`src/design/assert_macros.svh`:
```
// assertion macros shared by the frame receiver rtl
// every macro samples on aclk and is disabled while aresetn is low
`ifndef ASSERT_MACROS_SVH
`define ASSERT_MACROS_SVH

// property must hold at every clock edge out of reset
`define ASSERT_AT(label, prop, msg) \
    label: assert property (@(posedge aclk) disable iff (!aresetn) (prop)) else $error(msg);

// expression must never be true at a clock edge out of reset
`define ASSERT_NEVER(label, expr, msg) \
    label: assert property (@(posedge aclk) disable iff (!aresetn) !(expr)) else $error(msg);

`endif

```
`src/design/cfr_pkg.sv`:
```
// shared types and constants of the checksummed frame receiver
// no dependencies
package cfr_pkg;

    localparam int PAYLOAD_LEN   = 8;
    localparam int PAYLOAD_IDX_W = $clog2(PAYLOAD_LEN);
    localparam int BYTE_IDX_W    = 4;
    localparam int SEARCH_W      = 9;
    localparam int MISS_W        = 5;

    localparam logic [BYTE_IDX_W-1:0] CHECK_IDX = BYTE_IDX_W'(PAYLOAD_LEN);
    localparam logic [BYTE_IDX_W-1:0] LAST_IDX  = BYTE_IDX_W'(PAYLOAD_LEN + 1);
    localparam logic [MISS_W-1:0]     MISS_SAT  = MISS_W'(16);

    localparam logic [7:0] SYNC_BYTE_RST    = 8'hAF;
    localparam logic [7:0] END_BYTE_RST     = 8'hED;
    localparam logic [7:0] SEARCH_LIMIT_RST = 8'd10;
    localparam logic [3:0] MISS_LIMIT_RST   = 4'd4;

    typedef enum logic [1:0] {
        REG_SYNC_BYTE    = 2'd0,
        REG_END_BYTE     = 2'd1,
        REG_SEARCH_LIMIT = 2'd2,
        REG_MISS_LIMIT   = 2'd3
    } cfg_index_t;

    typedef enum logic [1:0] {
        FAIL_NONE  = 2'd0,
        FAIL_SYNC  = 2'd1,
        FAIL_FRAME = 2'd2
    } fail_kind_t;

    typedef struct packed {
        logic [7:0] sync_byte;
        logic [7:0] end_byte;
        logic [7:0] search_limit;
        logic [3:0] miss_limit;
    } cfg_t;

    typedef struct packed {
        logic              frame_ok;
        fail_kind_t        fail_kind;
        logic              emergency_stop;
        logic [MISS_W-1:0] failure_count;
    } status_t;

    typedef logic [PAYLOAD_LEN-1:0][7:0] payload_t;

endpackage

```
`src/design/checksummed_frame_receiver_core.sv`:
```
// top level of the checksummed frame receiver: handshakes, config registers, result register
// depends on cfr_pkg, cfr_frame_fsm and assert_macros.svh
// a transferred byte goes to the input register, and its result to the result register driving m_valid
// throughput: one byte per cycle, set by the frame update between the
// input register and the result register; a stalled result blocks only once both are full
// reset: synchronous active-low aresetn clears handshake and frame state and loads
// the register defaults; the payload store has no reset and needs no clearing pass
`include "assert_macros.svh"

module checksummed_frame_receiver_core (
    input  logic       aclk,
    input  logic       aresetn,

    // received byte channel
    input  logic       s_valid,
    output logic       s_ready,
    input  logic [7:0] s_rx_byte,

    // result channel
    output logic       m_valid,
    input  logic       m_ready,
    output logic [7:0] m_left_x,
    output logic [7:0] m_left_y,
    output logic [7:0] m_right_x,
    output logic [7:0] m_right_y,
    output logic [7:0] m_trigger_left,
    output logic [7:0] m_trigger_right,
    output logic [7:0] m_buttons_a,
    output logic [7:0] m_buttons_b,
    output logic       m_frame_ok,
    output logic [1:0] m_fail_kind,
    output logic       m_emergency_stop,
    output logic [4:0] m_failure_count,

    // register write channel
    input  logic       cfg_valid,
    output logic       cfg_ready,
    input  logic [1:0] cfg_index,
    input  logic [7:0] cfg_data
);
    import cfr_pkg::*;

    // config registers
    cfg_t       cfg_reg;

    // input register
    logic       in_valid_reg;
    logic [7:0] in_byte_reg;

    // result register
    logic       out_valid_reg;
    payload_t   out_payload_reg;
    status_t    out_status_reg;

    // frame logic hookup
    logic       proc_en;
    logic       res_valid;
    payload_t   res_payload;
    status_t    res_status;

    // a buffered byte moves on once the result slot is empty or being drained
    assign proc_en   = in_valid_reg && (!out_valid_reg || m_ready);
    assign s_ready   = !in_valid_reg || proc_en;
    assign cfg_ready = 1'b1;

    // register writes, each index maps to one field
    always_ff @(posedge aclk) begin
        if (!aresetn) begin
            cfg_reg.sync_byte    <= SYNC_BYTE_RST;
            cfg_reg.end_byte     <= END_BYTE_RST;
            cfg_reg.search_limit <= SEARCH_LIMIT_RST;
            cfg_reg.miss_limit   <= MISS_LIMIT_RST;
        end else if (cfg_valid && cfg_ready) begin
            unique case (cfg_index_t'(cfg_index))
                REG_SYNC_BYTE:    cfg_reg.sync_byte    <= cfg_data;
                REG_END_BYTE:     cfg_reg.end_byte     <= cfg_data;
                REG_SEARCH_LIMIT: cfg_reg.search_limit <= cfg_data;
                REG_MISS_LIMIT:   cfg_reg.miss_limit   <= cfg_data[3:0];
                default:          cfg_reg              <= cfg_reg;
            endcase
        end
    end

    // input register, refilled on every transfer
    always_ff @(posedge aclk) begin
        if (!aresetn) begin
            in_valid_reg <= 1'b0;
        end else if (s_ready) begin
            in_valid_reg <= s_valid;
        end
    end

    always_ff @(posedge aclk) begin
        if (s_valid && s_ready) begin
            in_byte_reg <= s_rx_byte;
        end
    end

    cfr_frame_fsm u_frame (
        .aclk        (aclk),
        .aresetn     (aresetn),
        .step        (proc_en),
        .rx_byte     (in_byte_reg),
        .cfg         (cfg_reg),
        .res_valid   (res_valid),
        .res_payload (res_payload),
        .res_status  (res_status)
    );

    // result register: loaded when a byte completes something, cleared on transfer
    always_ff @(posedge aclk) begin
        if (!aresetn) begin
            out_valid_reg <= 1'b0;
        end else if (proc_en) begin
            out_valid_reg <= res_valid;
        end else if (m_ready) begin
            out_valid_reg <= 1'b0;
        end
    end

    always_ff @(posedge aclk) begin
        if (proc_en && res_valid) begin
            out_payload_reg <= res_payload;
            out_status_reg  <= res_status;
        end
    end

    assign m_valid          = out_valid_reg;
    assign m_left_x         = out_payload_reg[0];
    assign m_left_y         = out_payload_reg[1];
    assign m_right_x        = out_payload_reg[2];
    assign m_right_y        = out_payload_reg[3];
    assign m_trigger_left   = out_payload_reg[4];
    assign m_trigger_right  = out_payload_reg[5];
    assign m_buttons_a      = out_payload_reg[6];
    assign m_buttons_b      = out_payload_reg[7];
    assign m_frame_ok       = out_status_reg.frame_ok;
    assign m_fail_kind      = out_status_reg.fail_kind;
    assign m_emergency_stop = out_status_reg.emergency_stop;
    assign m_failure_count  = out_status_reg.failure_count;

    // a good frame clears the failure count and reports no failure
    `ASSERT_AT(a_ok_clears, m_valid && m_frame_ok |-> (m_fail_kind == FAIL_NONE) && (m_failure_count == '0), "good frame with failure status")
    // emergency stop needs at least one recorded failure
    `ASSERT_AT(a_stop_needs_fail, m_valid && m_emergency_stop |-> m_failure_count != '0, "stop with zero failures")
    // a failed result always carries a failure kind
    `ASSERT_AT(a_fail_has_kind, m_valid && !m_frame_ok |-> (m_fail_kind == FAIL_SYNC) || (m_fail_kind == FAIL_FRAME), "failure without kind")

endmodule

```
`src/design/cfr_frame_fsm.sv`:
```
// frame state, payload capture, checksum and failure counter
// depends on cfr_pkg and assert_macros.svh
`include "assert_macros.svh"

module cfr_frame_fsm (
    input  logic              aclk,
    input  logic              aresetn,
    input  logic              step,
    input  logic [7:0]        rx_byte,
    input  cfr_pkg::cfg_t     cfg,
    output logic              res_valid,
    output cfr_pkg::payload_t res_payload,
    output cfr_pkg::status_t  res_status
);
    import cfr_pkg::*;

    logic                  collecting_reg, collecting_next;
    logic [BYTE_IDX_W-1:0] byte_index_reg, byte_index_next;
    logic [SEARCH_W-1:0]   search_count_reg, search_count_next;
    logic [7:0]            running_sum_reg, running_sum_next;
    logic                  sum_matched_reg, sum_matched_next;
    logic [MISS_W-1:0]     miss_count_reg, miss_count_next;
    payload_t              payload_store_reg;

    logic                  emit;
    logic                  with_payload;
    logic                  ok;
    fail_kind_t            kind;
    logic                  store_we;
    logic [SEARCH_W-1:0]   search_inc;

    assign search_inc = search_count_reg + SEARCH_W'(1);

    always_comb begin
        collecting_next   = collecting_reg;
        byte_index_next   = byte_index_reg;
        search_count_next = search_count_reg;
        running_sum_next  = running_sum_reg;
        sum_matched_next  = sum_matched_reg;
        emit              = 1'b0;
        with_payload      = 1'b0;
        ok                = 1'b0;
        kind              = FAIL_NONE;
        store_we          = 1'b0;
        if (!collecting_reg) begin
            if (rx_byte == cfg.sync_byte) begin
                collecting_next   = 1'b1;
                byte_index_next   = '0;
                running_sum_next  = '0;
                sum_matched_next  = 1'b0;
                search_count_next = '0;
            end else if (search_inc > {1'b0, cfg.search_limit}) begin
                search_count_next = '0;
                emit              = 1'b1;
                kind              = FAIL_SYNC;
            end else begin
                search_count_next = search_inc;
            end
        end else if (byte_index_reg < CHECK_IDX) begin
            store_we         = 1'b1;
            running_sum_next = running_sum_reg + rx_byte;
            byte_index_next  = byte_index_reg + BYTE_IDX_W'(1);
        end else if (byte_index_reg == CHECK_IDX) begin
            sum_matched_next = (rx_byte == running_sum_reg);
            byte_index_next  = byte_index_reg + BYTE_IDX_W'(1);
        end else begin
            collecting_next   = 1'b0;
            byte_index_next   = '0;
            search_count_next = '0;
            emit              = 1'b1;
            with_payload      = 1'b1;
            ok                = sum_matched_reg && (rx_byte == cfg.end_byte);
            kind              = ok ? FAIL_NONE : FAIL_FRAME;
        end
    end

    // saturating count of consecutive failures
    always_comb begin
        miss_count_next = miss_count_reg;
        if (emit) begin
            if (ok) begin
                miss_count_next = '0;
            end else if (miss_count_reg < MISS_SAT) begin
                miss_count_next = miss_count_reg + MISS_W'(1);
            end
        end
    end

    always_ff @(posedge aclk) begin
        if (!aresetn) begin
            collecting_reg   <= 1'b0;
            byte_index_reg   <= '0;
            search_count_reg <= '0;
            running_sum_reg  <= '0;
            sum_matched_reg  <= 1'b0;
            miss_count_reg   <= '0;
        end else if (step) begin
            collecting_reg   <= collecting_next;
            byte_index_reg   <= byte_index_next;
            search_count_reg <= search_count_next;
            running_sum_reg  <= running_sum_next;
            sum_matched_reg  <= sum_matched_next;
            miss_count_reg   <= miss_count_next;
        end
    end

    // payload bytes, written in frame order
    always_ff @(posedge aclk) begin
        if (step && store_we) begin
            payload_store_reg[byte_index_reg[PAYLOAD_IDX_W-1:0]] <= rx_byte;
        end
    end

    assign res_valid                 = step && emit;
    assign res_payload               = with_payload ? payload_store_reg : '0;
    assign res_status.frame_ok       = ok;
    assign res_status.fail_kind      = kind;
    assign res_status.emergency_stop = (miss_count_next > {1'b0, cfg.miss_limit});
    assign res_status.failure_count  = miss_count_next;

    `ASSERT_NEVER(a_index_range, byte_index_reg > LAST_IDX, "byte index past end byte")
    `ASSERT_AT(a_hunt_index_zero, !collecting_reg |-> byte_index_reg == '0, "index set while hunting")
    `ASSERT_NEVER(a_miss_sat, miss_count_reg > MISS_SAT, "failure count above saturation")

endmodule

```
`config.mk`:
```
export PLATFORM = sky130hd
export DESIGN_NAME = checksummed_frame_receiver_core
export DESIGN_NICKNAME = d
export VERILOG_FILES = /design/src/design/cfr_pkg.sv /design/src/design/checksummed_frame_receiver_core.sv /design/src/design/cfr_frame_fsm.sv
export VERILOG_INCLUDE_DIRS = /design/src /design/src/design
export SDC_FILE = /design/constraint.sdc
export NUM_CORES = 1
export LEC_CHECK = 0
export ABC_AREA = 1
export BUFFER_PORTS_ARGS = -buffer_cell sky130_fd_sc_hd__buf_2
export CORE_MARGIN = 2
export CORE_UTILIZATION = 30
export CTS_CLUSTER_DIAMETER = 40
export DETAILED_ROUTE_END_ITERATION = 7
export GPL_TIMING_DRIVEN = 0
export SYNTH_ARGS = -nofsm -noshare
export SYNTH_HDL_FRONTEND = slang
export SYNTH_SLANG_ARGS = --single-unit
```
`constraint.sdc`:
```
create_clock -name aclk -period 4.08 [get_ports aclk]
set_input_delay 0.204 -clock aclk [delete_from_list [all_inputs] [get_ports aclk]]
set_output_delay 0.204 -clock aclk [all_outputs]
set_load 0.02 [all_outputs]
```
==> impl_metrics.ini <==
[detailed_routing]
drt_pass1_iterations = 4
viasPerCell = 4.26
ant_nets = 0
drc = 0
drtIter0Drc = 310
routedWlPerCell_microns = 13.4
vias = 5648
wl_microns = 17800

[cells_and_area]
largest_reg_flops = 64
fin_area_sq_mm = 0.0105
drive_gt1_frac = 0.191
syn2layout_area_growth_pct = 25.6
diodes = 0
fillers = 2744
fin_nets = 971
fin_cells = 1327

[placed_design]
placedCellCount = 1258
place_congestion = 0.803
portBuffers = 96
place_ws_ns = 0.250
dpl.hpwl_microns = 12300
place_area_sq_mm = 0.00935

[yosys]
ys_seq_area_frac = 0.659
syn_inst = 783
yosys.area.top_type = edfxtp_1
yosysWarnings = 0
ys_async_sr_fraction = 0
syn-num-nets = 830
ys_top_cells_by_area = edfxtp_1 52%, dfxtp_1 14%, inv_1 5.5%
synth_cell_types = 44
avgSynthCellArea_sq_um = 10.7
synth.top_cells.by_count = 145 x edfxtp_1, 123 x inv_1, 115 x nor2_1
syn-cell-area_sq_mm = 0.00837
synth_seq_cells = 203
yosysTopAreaCellShare = 0.520
synthFlopType = edfxtp_1
synth_edf_count = 145
synth.most_common_cell = edfxtp_1

[critical_path]
worst-path-buf-inv = 1
cp_num_cells = 22
crit_required_ns = 4.30
crit_family = simple AND/OR/NAND/NOR gates
crit_fanout = 8
crit_start = u_frame.search_count_reg[0]
path_cells = ha_1, nand3_2, xor2_1, ha_1, nand2_1, nor2_1, nand2_1, nand3_1, nand2_1, nand2_1, nand2_1, nand2_1, nand3_2, nand2_4, inv_1, o21ai_1, ha_1, a21oi_1, o21ai_0, and2_1, o21ai_0, o211ai_1
reg2reg_setup_slack_ns = 0.38
slowest_delay_ns = 0.39
cp.arrival_ns = 3.93
crit_end = m_emergency_stop
start_kind = register
setup.worst_path.end_class = register
worstSetupPathType = reg2reg
critPathSlowestCell = dfxtp_1
worstReg2RegStart = u_frame.search_count_reg[0]
cp_common_cell = nand2_1
r2r-end = m_emergency_stop
rr_worst_depth = 22

[power]
ir_drop_v = 0.000263
power_density_mw_per_mm2 = 478
p_total_w = 0.00503
p_leak_nw = 4.60

[floorplanning]
die_w_microns = 171
core_area_sq_mm = 0.0276
dieArea_sq_mm = 0.0292
rows = 61
start_util = 0.303
io_pins = 99
die_h_microns = 171

[sta]
layout_setup_ws_ns = 0.375
finalSetupViolations = 0
rsz0062_at_grt = false
clock_skew_ns = 0.0269
fmax_ghz = 0.270
relSlewSlack = 0.242
tightest_slew_ns = 1.13
drv_slew = 0
period_minus_slack_ns = 3.70
hold_violations = 0
finalCritPeriodShare = 0.908

[cts]
cts_max_level = 2
post_cts_buffers = 0
cts_made_buffers = 34
clkTransAtPathRegs_ns = 0.05
cts-root-buf = clkbuf_16
clk_path_buf_depth = 3
clock_latency_ns = 0.50
clock-sinks = 203
cts_tree = done

[global_routing]
antenna_found_initial = 0
grt_pass1_wl_microns = 28200
grt_max_degree = 60
grt_pass1_vias = 5550
grt_overflow_total = 0
track_usage = 0.123

[job]
maxCapViolCount = 0

[hold_path]
holdCritStartpoint = cfg_data[6]
hold_class = in2reg

[outcome]
status = complete, no violations
layout by cell type, fill, tap and decap left out, types with 7 or more instances in the layout:
cell	instances
ha_1	23
nand2_1	109
dlygate4sd3_1	8
nand3_1	32
clkbuf_16	35
edfxtp_1	145
nor2_1	115
clkbuf_1	14
buf_2	99
dfxtp_1	58
nand4_1	9
clkinv_2	7
inv_2	7
nor3_1	13
inv_1	122
a21oi_1	43
xor2_1	13
o21ai_0	23
o211ai_1	10
routing by layer:
layer	track usage	up-vias	part of all wire
met4	0.0442	0	0.018
met2	0.205	154	0.46
met1	0.160	2593	0.46
met3	0.0254	25	0.054
li1	-	2876	-
met5	0	-	0
per-stage QoR:
step           hold WS [ns]  TNS [ns]   util
2_1_floorplan         0.303         0      -
3_3_place_gp          0.387    -54.60  0.337
3_5_place_dp          0.385         0  0.338
4_1_cts            0.000391         0  0.381
5_1_grt              0.0236         0  0.381
6_report             0.0162         0  0.381
power by group:
part / internal, W / switching [W] / total [W]
registers: 0.00222 / 0.0000315 / 0.00225
logic: 0.0000509 / 0.0000892 / 0.000140
clock network: 0.00167 / 0.000972 / 0.00264
worst min path at each step:
stage	endpoint	slack, ns	cells after the start
2_1_floorplan	in_byte_reg[0]	0.30	0
3_3_place_gp	in_byte_reg[2]	0.39	1
3_5_place_dp	in_byte_reg[0]	0.39	1
4_1_cts	cfg_reg[18]	0.0004	3
5_1_grt	cfg_reg[27]	0.02	3
6_report	cfg_reg[18]	0.02	3
kinds of logic after synthesis:
logic type | count (synthesis) | synth area share
AOI/OAI and AO/OA | 91 | 0.0621
xor gates and xnor gates | 19 | 0.0199
adders and majority gates | 24 | 0.0368
buffers and inverters | 149 | 0.0686
DFF | 203 | 0.659
other | 1 | 0.000448
and+or+nand+nor | 296 | 0.153
what timing repair did:
item / 4_1_cts / 5_1_grt
hold endpoints to repair: 8 / 0
resized for setup: 0 / 2
endpoints found under the setup margin: 0 / 1
hold buffers: 8 / 0
worst min-delay path, cell delays in order:
cell,delay [ns]
buf_2,0.13
nand2_1,0.06
nand3_1,0.07
cell type report:
type / instances / area [sq um] / share of cell area
Timing Repair Buffer: 105 / 588 / 0.0559
Inverter: 130 / 490 / 0.0467
Clock inverter: 21 / 178 / 0.0169
Sequential cell: 203 / 5520 / 0.525
Buffer: 19 / 86.3 / 0.00821
Clock buffer: 40 / 905 / 0.0860
Tap cell: 378 / 473 / 0.0450
Multi-Input combinational cell: 431 / 2280 / 0.217
Note: power is estimated with default switching activity, not from simulation.
